### config.mk
export PLATFORM = sky130hd
export DESIGN_NAME = lru_key_value_cache_top
export DESIGN_NICKNAME = d
export VERILOG_FILES = /design/src/rtl/lru_kvc_pkg.sv /design/src/rtl/lru_kvc_cell.sv /design/src/rtl/lru_key_value_cache_top.sv
export SDC_FILE = /design/constraint.sdc
export NUM_CORES = 2
export LEC_CHECK = 0
export BUFFER_PORTS_ARGS = -buffer_cell sky130_fd_sc_hd__buf_2
export CELL_PAD_IN_SITES_DETAIL_PLACEMENT = 1
export CELL_PAD_IN_SITES_GLOBAL_PLACEMENT = 2
export CORE_MARGIN = 4
export CORE_UTILIZATION = 47
export DETAILED_ROUTE_END_ITERATION = 16
export PLACE_DENSITY_LB_ADDON = 0.08
export REMOVE_ABC_BUFFERS = 1
export SLEW_MARGIN = 25
export SYNTH_ARGS = -nofsm -noshare
export SYNTH_HDL_FRONTEND = slang
export SYNTH_HIERARCHICAL = 1
export SYNTH_SLANG_ARGS = --single-unit
### constraint.sdc
create_clock -name clk -period 14.5 [get_ports clk]
set_input_delay 0.725 -clock clk [delete_from_list [all_inputs] [get_ports clk]]
set_output_delay 0.725 -clock clk [all_outputs]
set_load 0.03 [all_outputs]
### src/rtl/lru_kvc_pkg.sv
// Shared types and constants of the LRU key-value cache.
package lru_kvc_pkg;

	// Width and reset value of the capacity register
	localparam int unsigned CAP_W = 5;
	localparam logic [CAP_W-1:0] CAP_RESET = 5'd16;

	// Sequencer phases: wait for a word, compare all cells, update all cells
	typedef enum logic [1:0] {
		PH_IDLE,
		PH_CMP,
		PH_UPD
	} phase_t;

	// Command broadcast from the sequencer to every cell
	typedef struct packed {
		logic cmp;   // capture the key match of this cycle
		logic upd;   // apply the operation held in the op registers
		logic hit;   // the key was found in some cell
		logic put;   // the operation is a put
		logic full;  // occupancy has reached the capacity in use
	} cell_cmd_t;

endpackage

### src/rtl/lru_kvc_cell.sv
// One cache cell: key, value, valid mark and recency rank, with free-slot chain.
module lru_kvc_cell #(
	parameter int KEY_BITS   = 32,
	parameter int VALUE_BITS = 32,
	parameter int RANK_W     = 4
) (
	input  logic                    clk,
	input  logic                    arst_n,
	input  lru_kvc_pkg::cell_cmd_t  cmd,
	input  logic [KEY_BITS-1:0]     op_key,
	input  logic [VALUE_BITS-1:0]   op_value,
	input  logic [RANK_W-1:0]       hit_rank,
	input  logic [RANK_W-1:0]       evict_rank,
	input  logic                    free_in,
	output logic                    free_out,
	output logic                    match,
	output logic                    valid,
	output logic [RANK_W-1:0]       rank,
	output logic [VALUE_BITS-1:0]   value
);

	logic [KEY_BITS-1:0]   key_q;
	logic [VALUE_BITS-1:0] value_q;
	logic                  valid_q;
	logic [RANK_W-1:0]     rank_q;
	logic                  match_q;
	logic                  evict_me;
	logic                  valid_post;
	logic                  insert_me;

	assign match      = valid_q && (key_q == op_key);
	assign evict_me   = cmd.full && valid_q && (rank_q == evict_rank);
	assign valid_post = valid_q && !evict_me;
	// the first free cell down the chain takes an inserted key
	assign free_out   = free_in || !valid_post;
	assign insert_me  = !valid_post && !free_in;

	assign valid = valid_q;
	assign rank  = rank_q;
	assign value = value_q;

	always_ff @(posedge clk or negedge arst_n) begin
		if (!arst_n) begin
			valid_q <= 1'b0;
			rank_q  <= '0;
			match_q <= 1'b0;
		end else begin
			if (cmd.cmp) begin
				match_q <= match;
			end
			if (cmd.upd) begin
				if (cmd.hit) begin
					if (match_q) begin
						rank_q <= '0;
					end else if (valid_q && (rank_q < hit_rank)) begin
						rank_q <= rank_q + 1'b1;
					end
				end else if (cmd.put) begin
					if (insert_me) begin
						valid_q <= 1'b1;
						rank_q  <= '0;
					end else if (evict_me) begin
						valid_q <= 1'b0;
						rank_q  <= '0;
					end else if (valid_post) begin
						rank_q <= rank_q + 1'b1;
					end
				end
			end
		end
	end

	// payload: written on insert, value also on a put hit
	always_ff @(posedge clk) begin
		if (cmd.upd && !cmd.hit && cmd.put && insert_me) begin
			key_q   <= op_key;
			value_q <= op_value;
		end else if (cmd.upd && cmd.hit && cmd.put && match_q) begin
			value_q <= op_value;
		end
	end

endmodule

### src/rtl/lru_key_value_cache_top.sv
// Top level of the fully associative LRU key-value cache.
//
// Channels: an input channel (in_valid/in_ready) carries one word per operation:
// mode (0 get, 1 put), lookup_key and write_value. An output channel
// (out_valid/out_ready) returns one word per operation: hit and read_value.
// A get hit returns the stored value; a get miss returns all ones with hit clear;
// a put returns the value written, with hit set when the key was already present.
// A put miss inserts the key as most recent, evicting the least recent entry
// first once occupancy has reached the capacity in use.
// The capacity register is written through cfg_valid/cfg_ready/cfg_data, always
// ready; 0 acts as 1 and values above MAX_ENTRIES act as MAX_ENTRIES.
// Timing: a word is compared against every cell in the cycle after acceptance,
// then all cells update in the update phase, which waits while the output
// register is full, and the result word is registered by that update. A new
// word is taken in the update cycle, so a word is never compared before the one
// before it has updated; the pace is set by the compare-then-update pass over
// the row of cells, since every operation reads the recency left by the one before it.
// Reset clears every valid mark, rank and the occupancy; capacity returns to 16.
// Stall: the result waits in the output register; the update of the next word
// is held until that register is free, and input stays closed meanwhile.
module lru_key_value_cache_top #(
	parameter int MAX_ENTRIES = 16,
	parameter int KEY_BITS    = 32,
	parameter int VALUE_BITS  = 32
) (
	input  logic                                clk,
	input  logic                                arst_n,
	// input channel
	input  logic                                in_valid,
	output logic                                in_ready,
	input  logic                                mode,
	input  logic signed [KEY_BITS-1:0]          lookup_key,
	input  logic signed [VALUE_BITS-1:0]        write_value,
	// output channel
	output logic                                out_valid,
	input  logic                                out_ready,
	output logic                                hit,
	output logic signed [VALUE_BITS-1:0]        read_value,
	// configuration channel
	input  logic                                cfg_valid,
	output logic                                cfg_ready,
	input  logic [lru_kvc_pkg::CAP_W-1:0]       cfg_data
);

	localparam int RANK_W = (MAX_ENTRIES > 1) ? $clog2(MAX_ENTRIES) : 1;
	localparam int OCC_W  = $clog2(MAX_ENTRIES + 1);

	lru_kvc_pkg::phase_t    phase_q;
	lru_kvc_pkg::phase_t    phase_next;
	lru_kvc_pkg::cell_cmd_t cmd;

	logic [lru_kvc_pkg::CAP_W-1:0] cap_q;
	logic [OCC_W-1:0]              cap_eff;
	logic [OCC_W-1:0]              occ_q;

	// operation registers, loaded on acceptance
	logic                  op_put_q;
	logic [KEY_BITS-1:0]   op_key_q;
	logic [VALUE_BITS-1:0] op_value_q;

	// results of the compare pass
	logic                  hit_s2;
	logic [RANK_W-1:0]     hit_rank_s2;
	logic [VALUE_BITS-1:0] hit_value_s2;

	// output register
	logic                  out_valid_q;
	logic                  hit_q;
	logic [VALUE_BITS-1:0] read_value_q;

	logic                  in_accept;
	logic                  out_space;
	logic                  upd_fire;
	logic                  any_match;
	logic [RANK_W-1:0]     match_rank;
	logic [VALUE_BITS-1:0] match_value;
	logic [RANK_W-1:0]     evict_rank;
	logic [VALUE_BITS-1:0] result_value;

	logic [MAX_ENTRIES-1:0] cell_match;
	logic [MAX_ENTRIES-1:0] cell_valid;
	logic [RANK_W-1:0]      cell_rank  [MAX_ENTRIES];
	logic [VALUE_BITS-1:0]  cell_value [MAX_ENTRIES];
	logic [MAX_ENTRIES:0]   free_chain;

	assign cfg_ready = 1'b1;
	assign out_space = !out_valid_q || out_ready;
	assign in_accept = in_valid && in_ready;

	// clamp the capacity register into 1..MAX_ENTRIES
	always_comb begin
		if (cap_q == '0) begin
			cap_eff = OCC_W'(1);
		end else if (int'(cap_q) > MAX_ENTRIES) begin
			cap_eff = OCC_W'(MAX_ENTRIES);
		end else begin
			cap_eff = OCC_W'(cap_q);
		end
	end

	// the least recent valid entry holds rank occupancy-1
	assign evict_rank = RANK_W'(occ_q - 1'b1);

	// sequencer: next phase
	always_comb begin
		phase_next = phase_q;
		unique case (phase_q)
			lru_kvc_pkg::PH_IDLE: begin
				if (in_accept) phase_next = lru_kvc_pkg::PH_CMP;
			end
			lru_kvc_pkg::PH_CMP: begin
				phase_next = lru_kvc_pkg::PH_UPD;
			end
			lru_kvc_pkg::PH_UPD: begin
				if (out_space) begin
					phase_next = in_accept ? lru_kvc_pkg::PH_CMP : lru_kvc_pkg::PH_IDLE;
				end
			end
			default: phase_next = lru_kvc_pkg::PH_IDLE;
		endcase
	end

	// sequencer: outputs
	always_comb begin
		in_ready = 1'b0;
		upd_fire = 1'b0;
		unique case (phase_q)
			lru_kvc_pkg::PH_IDLE: begin
				in_ready = 1'b1;
			end
			lru_kvc_pkg::PH_CMP: begin
				in_ready = 1'b0;
			end
			lru_kvc_pkg::PH_UPD: begin
				in_ready = out_space;
				upd_fire = out_space;
			end
			default: begin
				in_ready = 1'b0;
			end
		endcase
		cmd.cmp  = (phase_q == lru_kvc_pkg::PH_CMP);
		cmd.upd  = upd_fire;
		cmd.hit  = hit_s2;
		cmd.put  = op_put_q;
		cmd.full = (occ_q >= cap_eff);
	end

	always_ff @(posedge clk or negedge arst_n) begin
		if (!arst_n) begin
			phase_q <= lru_kvc_pkg::PH_IDLE;
		end else begin
			phase_q <= phase_next;
		end
	end

	// capacity register
	always_ff @(posedge clk or negedge arst_n) begin
		if (!arst_n) begin
			cap_q <= lru_kvc_pkg::CAP_RESET;
		end else if (cfg_valid && cfg_ready) begin
			cap_q <= cfg_data;
		end
	end

	// hold the operation for the compare and update cycles
	always_ff @(posedge clk) begin
		if (in_accept) begin
			op_put_q   <= mode;
			op_key_q   <= lookup_key;
			op_value_q <= write_value;
		end
	end

	// row of cells; the free-slot flag ripples from cell 0 upward
	assign free_chain[0] = 1'b0;

	for (genvar i = 0; i < MAX_ENTRIES; i++) begin : g_cell
		lru_kvc_cell #(
			.KEY_BITS   (KEY_BITS),
			.VALUE_BITS (VALUE_BITS),
			.RANK_W     (RANK_W)
		) u_cell (
			.clk        (clk),
			.arst_n     (arst_n),
			.cmd        (cmd),
			.op_key     (op_key_q),
			.op_value   (op_value_q),
			.hit_rank   (hit_rank_s2),
			.evict_rank (evict_rank),
			.free_in    (free_chain[i]),
			.free_out   (free_chain[i+1]),
			.match      (cell_match[i]),
			.valid      (cell_valid[i]),
			.rank       (cell_rank[i]),
			.value      (cell_value[i])
		);
	end

	// gather the single matching cell: keys are unique, so an OR suffices
	always_comb begin
		any_match   = 1'b0;
		match_rank  = '0;
		match_value = '0;
		for (int i = 0; i < MAX_ENTRIES; i++) begin
			any_match   = any_match | cell_match[i];
			match_rank  = match_rank | (cell_rank[i] & {RANK_W{cell_match[i]}});
			match_value = match_value | (cell_value[i] & {VALUE_BITS{cell_match[i]}});
		end
	end

	always_ff @(posedge clk or negedge arst_n) begin
		if (!arst_n) begin
			hit_s2 <= 1'b0;
		end else if (cmd.cmp) begin
			hit_s2 <= any_match;
		end
	end

	always_ff @(posedge clk) begin
		if (cmd.cmp) begin
			hit_rank_s2  <= match_rank;
			hit_value_s2 <= match_value;
		end
	end

	// occupancy: only a put miss changes it, inserting one and evicting one when full
	always_ff @(posedge clk or negedge arst_n) begin
		if (!arst_n) begin
			occ_q <= '0;
		end else if (upd_fire && op_put_q && !hit_s2) begin
			occ_q <= occ_q + OCC_W'(free_chain[MAX_ENTRIES]) - OCC_W'(cmd.full);
		end
	end

	// result word: a put echoes its value, a get hit returns the stored value, a get miss all ones
	always_comb begin
		if (op_put_q) begin
			result_value = op_value_q;
		end else if (hit_s2) begin
			result_value = hit_value_s2;
		end else begin
			result_value = {VALUE_BITS{1'b1}};
		end
	end

	always_ff @(posedge clk or negedge arst_n) begin
		if (!arst_n) begin
			out_valid_q <= 1'b0;
		end else if (upd_fire) begin
			out_valid_q <= 1'b1;
		end else if (out_ready) begin
			out_valid_q <= 1'b0;
		end
	end

	always_ff @(posedge clk) begin
		if (upd_fire) begin
			hit_q        <= hit_s2;
			read_value_q <= result_value;
		end
	end

	assign out_valid  = out_valid_q;
	assign hit        = hit_q;
	assign read_value = read_value_q;

`ifndef SYNTHESIS
	// occupancy tracks the number of valid cells
	a_occ_count: assert property (@(posedge clk) disable iff (!arst_n)
		$countones(cell_valid) == int'(occ_q))
		else $error("occupancy differs from valid cell count");

	// keys stay unique, so at most one cell matches
	a_one_match: assert property (@(posedge clk) disable iff (!arst_n)
		(phase_q == lru_kvc_pkg::PH_CMP) |-> $onehot0(cell_match))
		else $error("several cells match one key");

	// a put miss always finds a free cell once eviction is applied
	a_free_slot: assert property (@(posedge clk) disable iff (!arst_n)
		(upd_fire && op_put_q && !hit_s2) |-> free_chain[MAX_ENTRIES])
		else $error("put miss found no free cell");

	// every update is followed by a result word
	a_result: assert property (@(posedge clk) disable iff (!arst_n)
		upd_fire |=> out_valid_q)
		else $error("update without result word");
`endif

endmodule
==> flow_summary_export.csv <==
group,metric,value,unit
outcome,outcome,"completed",
timing,finClkSkew,32.3,ps
synth,synthArstFlopShare,0.0868,
critical_path,crit_required,15130,ps
clocking,cts_root_buf,"clkbuf_16",
pwr,peakVddDrop,0.107,mV
floorplanning,die_w,348,um
drt,wl,153000,um
global_routing,grt_max_degree,71,
clocking,insertion_delay,750,ps
timing,timing.hold.ws,43.5,ps
drt,initialDrtViolationCount,2563,
synth,ys_seq_area_frac,0.691,
timing,slew_violations,0,
drt,drc,0,
pwr,cellLeakagePower,21.2,nW
floorplanning,core-area,115000,um^2
final_layout,layout-drive-gt1-share,0.170,
floorplanning,die-area,121000,um^2
pwr,power_density,147,nW/um^2
global_routing,grt_antenna_before_repair,1,
drt,num_vias,32090,
global_routing,use_met2,0.436,
synth,synth_cells,3475,
critical_path,crit_path_max_incr_delay,460,ps
synth,yosys_warnings,6,
drt,vias_per_cell,5.96,
placement,dp_hpwl,88300,um
critical_path,crit_arrival,10240,ps
critical_path,start_kind,"flip-flop",
critical_path,cp_max_fo,24,
critical_path,cpMostUsedCell,"or2_1",
critical_path,end_kind,"flip-flop",
critical_path,crit_type,"flip-flop to flip-flop",
timing,slew_headroom,0.364,
synth,synth-edff-count,1158,
synth,ys_seq_elements,1268,
timing,min_period,9610,ps
global_routing,met3_usage,0.0367,
global_routing,grt.busiest_layer,"met2",
critical_path,slowest_stage,"or2_1",
clocking,postCtsSetupBuffers,0,
clocking,clk_path_buf_depth,3,
run,max_cap_viol_count,0,
final_layout,final_common_cell,"edfxtp_1",
clocking,clk_pin_slew_worst_paths,60,ps
final_layout,nets,3915,
timing,rsz0062_at_grt,"false",
clocking,cts_tree,"built",
drt,ant_nets,0,
timing,finalHoldViolCount,0,
timing,tns,0,ps
timing,tightestPinTransition,954,ps
floorplanning,die_h,348,um
global_routing,grt_pass1_wl,226000,um
synth,synth_cell_types,54,
placement,place_congestion,0.806,
timing,setup_slack,4890,ps
placement,io_buffers,109,
floorplanning,pin_count,111,
floorplanning,rows,124,
clocking,cts_buffers,140,
global_routing,met1_usage,0.326,
drt,dr.pass1.iters,7,
clocking,cts_sinks,1268,
drt,wire_per_inst,28.4,um
clocking,hold_buffers,0,
global_routing,grtUsageTotal,0.252,
timing,fmax,0.104,GHz
synth,synth_area_per_cell,15.6,um^2
final_layout,area_delta_synth_final,14.1,%
timing,fin_crit_sh,0.663,
synth,syn_area,54300,um^2
global_routing,grt_overflow,0,
floorplanning,start_util,0.474,
placement,place_ws,4870,ps
synth,synthFlopType,"edfxtp_1",
clocking,cts_max_level,4,
final_layout,layout_common_cells,"1158 x edfxtp_1, 497 x xor2_1, 154 x inv_1",
clocking,cts_resized,0,
global_routing,grt_pass1_vias,34667,
timing,setup_viol_count_final,0,
hold_path,hold_path.class,"input port to async pin",
[sequential cells by signal, indices dropped and copies added (netlist names)]
name / cells
occ_q: 5
g_cell.u_cell/rank: 64
hit_value_s2: 32
hit: 1
read_value: 32
g_cell.u_cell/valid: 16
op_key_q: 32
hit_rank_s2: 4
g_cell.u_cell/key_q: 512
hit_s2: 1
phase_q: 2
cap_q: 5
op_value_q: 32
g_cell.u_cell/match_q: 16
out_valid: 1
g_cell.u_cell/value: 512
op_put_q: 1
[area by class of cell]
cell class              instances  area, um^2
fillers                     10746       52500
flip-flops and latches       1268       37500
multi-input cells            1986       16300
clock buffers                 177        3710
well taps                    1512        1890
repair buffers                212        1340
clock inverters                74         649
inverters                     154         578
diodes                          1        2.50
[path summary, 6_finish.rpt]
| check | depth (start not counted) | slack, ps | from | endpoint |
|---|---|---|---|---|
| hold / removal | 1 | 40 | arst_n | cap_q[2] |
| hold reg to reg | 1 | 480 | occ_q[4] | occ_q[4] |
| min in group clk | 1 | 150 | write_value[18] | op_value_q[18] |
| setup / recovery | 35 | 4890 | occ_q[0] | occ_q[4] |
| setup reg to reg | 35 | 4890 | occ_q[0] | occ_q[4] |
| max in group asynchronous | 2 | 13020 | arst_n | hit_s2 |
[metrics by stage]
step / utilization / std cells / area (um^2) / total power [mW]
finish: 0.541 / 5384 / 62000 / 9.12
global route: 0.541 / 5383 / 62000 / 9.52
CTS: 0.541 / 5383 / 62000 / 9.21
detailed placement: 0.503 / 5132 / 57600 / 5.80
global placement: 0.503 / 5130 / 57600 / 5.71
floorplan: - / 3408 / 54000 / 5.29
[critical path: cells and delay by family, from the launching register on]
family | cells | cell delay, ps
xor+xnor | 1 | 150
fa+ha+maj | 4 | 1060
flops | 1 | 400
simple gates | 18 | 6050
compound gates | 6 | 1020
buf+inv | 6 | 820
[power by group]
part | leakage [nW] | switching [mW] | internal [mW]
registers | 11.8 | 0.258 | 4.13
clock network | 2.11 | 1.45 | 1.95
logic | 7.27 | 0.885 | 0.454
total | 21.2 | 2.59 | 6.53
[kinds of logic after synthesis]
family | synth area share
flip-flops | 0.691
AND/OR/NAND/NOR | 0.0812
AO/OA/AOI/OAI | 0.0996
XOR/XNOR | 0.0885
buffers and inverters | 0.0171
adder cells (fa/ha/maj) | 0.0181
multiplexers | 0.00451
other | 0.000138
[per-layer routing]
metal / up-vias / share of wire
met5: - / 0.000085
met4: 2 / 0.032
met3: 277 / 0.050
met2: 867 / 0.50
met1: 16893 / 0.42
li1: 14051 / -
[Yosys cell counts (18+ instances only)]
library cell,instances,share of area
nor4_1,36,0.0041
xor2_1,498,0.080
o2111ai_1,32,0.0052
nor4_2,80,0.018
a21oi_1,71,0.0065
buf_2,43,0.0040
ha_1,77,0.018
a221oi_1,144,0.023
inv_1,154,0.011
xnor2_1,51,0.0082
o21bai_1,18,0.0025
a22o_1,144,0.023
nor2_1,115,0.0079
o21ai_0,52,0.0048
edfxtp_1,1158,0.64
nor2b_1,49,0.0056
nand2b_1,19,0.0022
nand3_1,32,0.0029
nand4_1,68,0.0078
dfrtp_1,109,0.050
a31o_1,32,0.0052
mux2_2,20,0.0041
o21ai_1,48,0.0044
nand2_1,122,0.0084
Power figures use the tool's default switching activity.
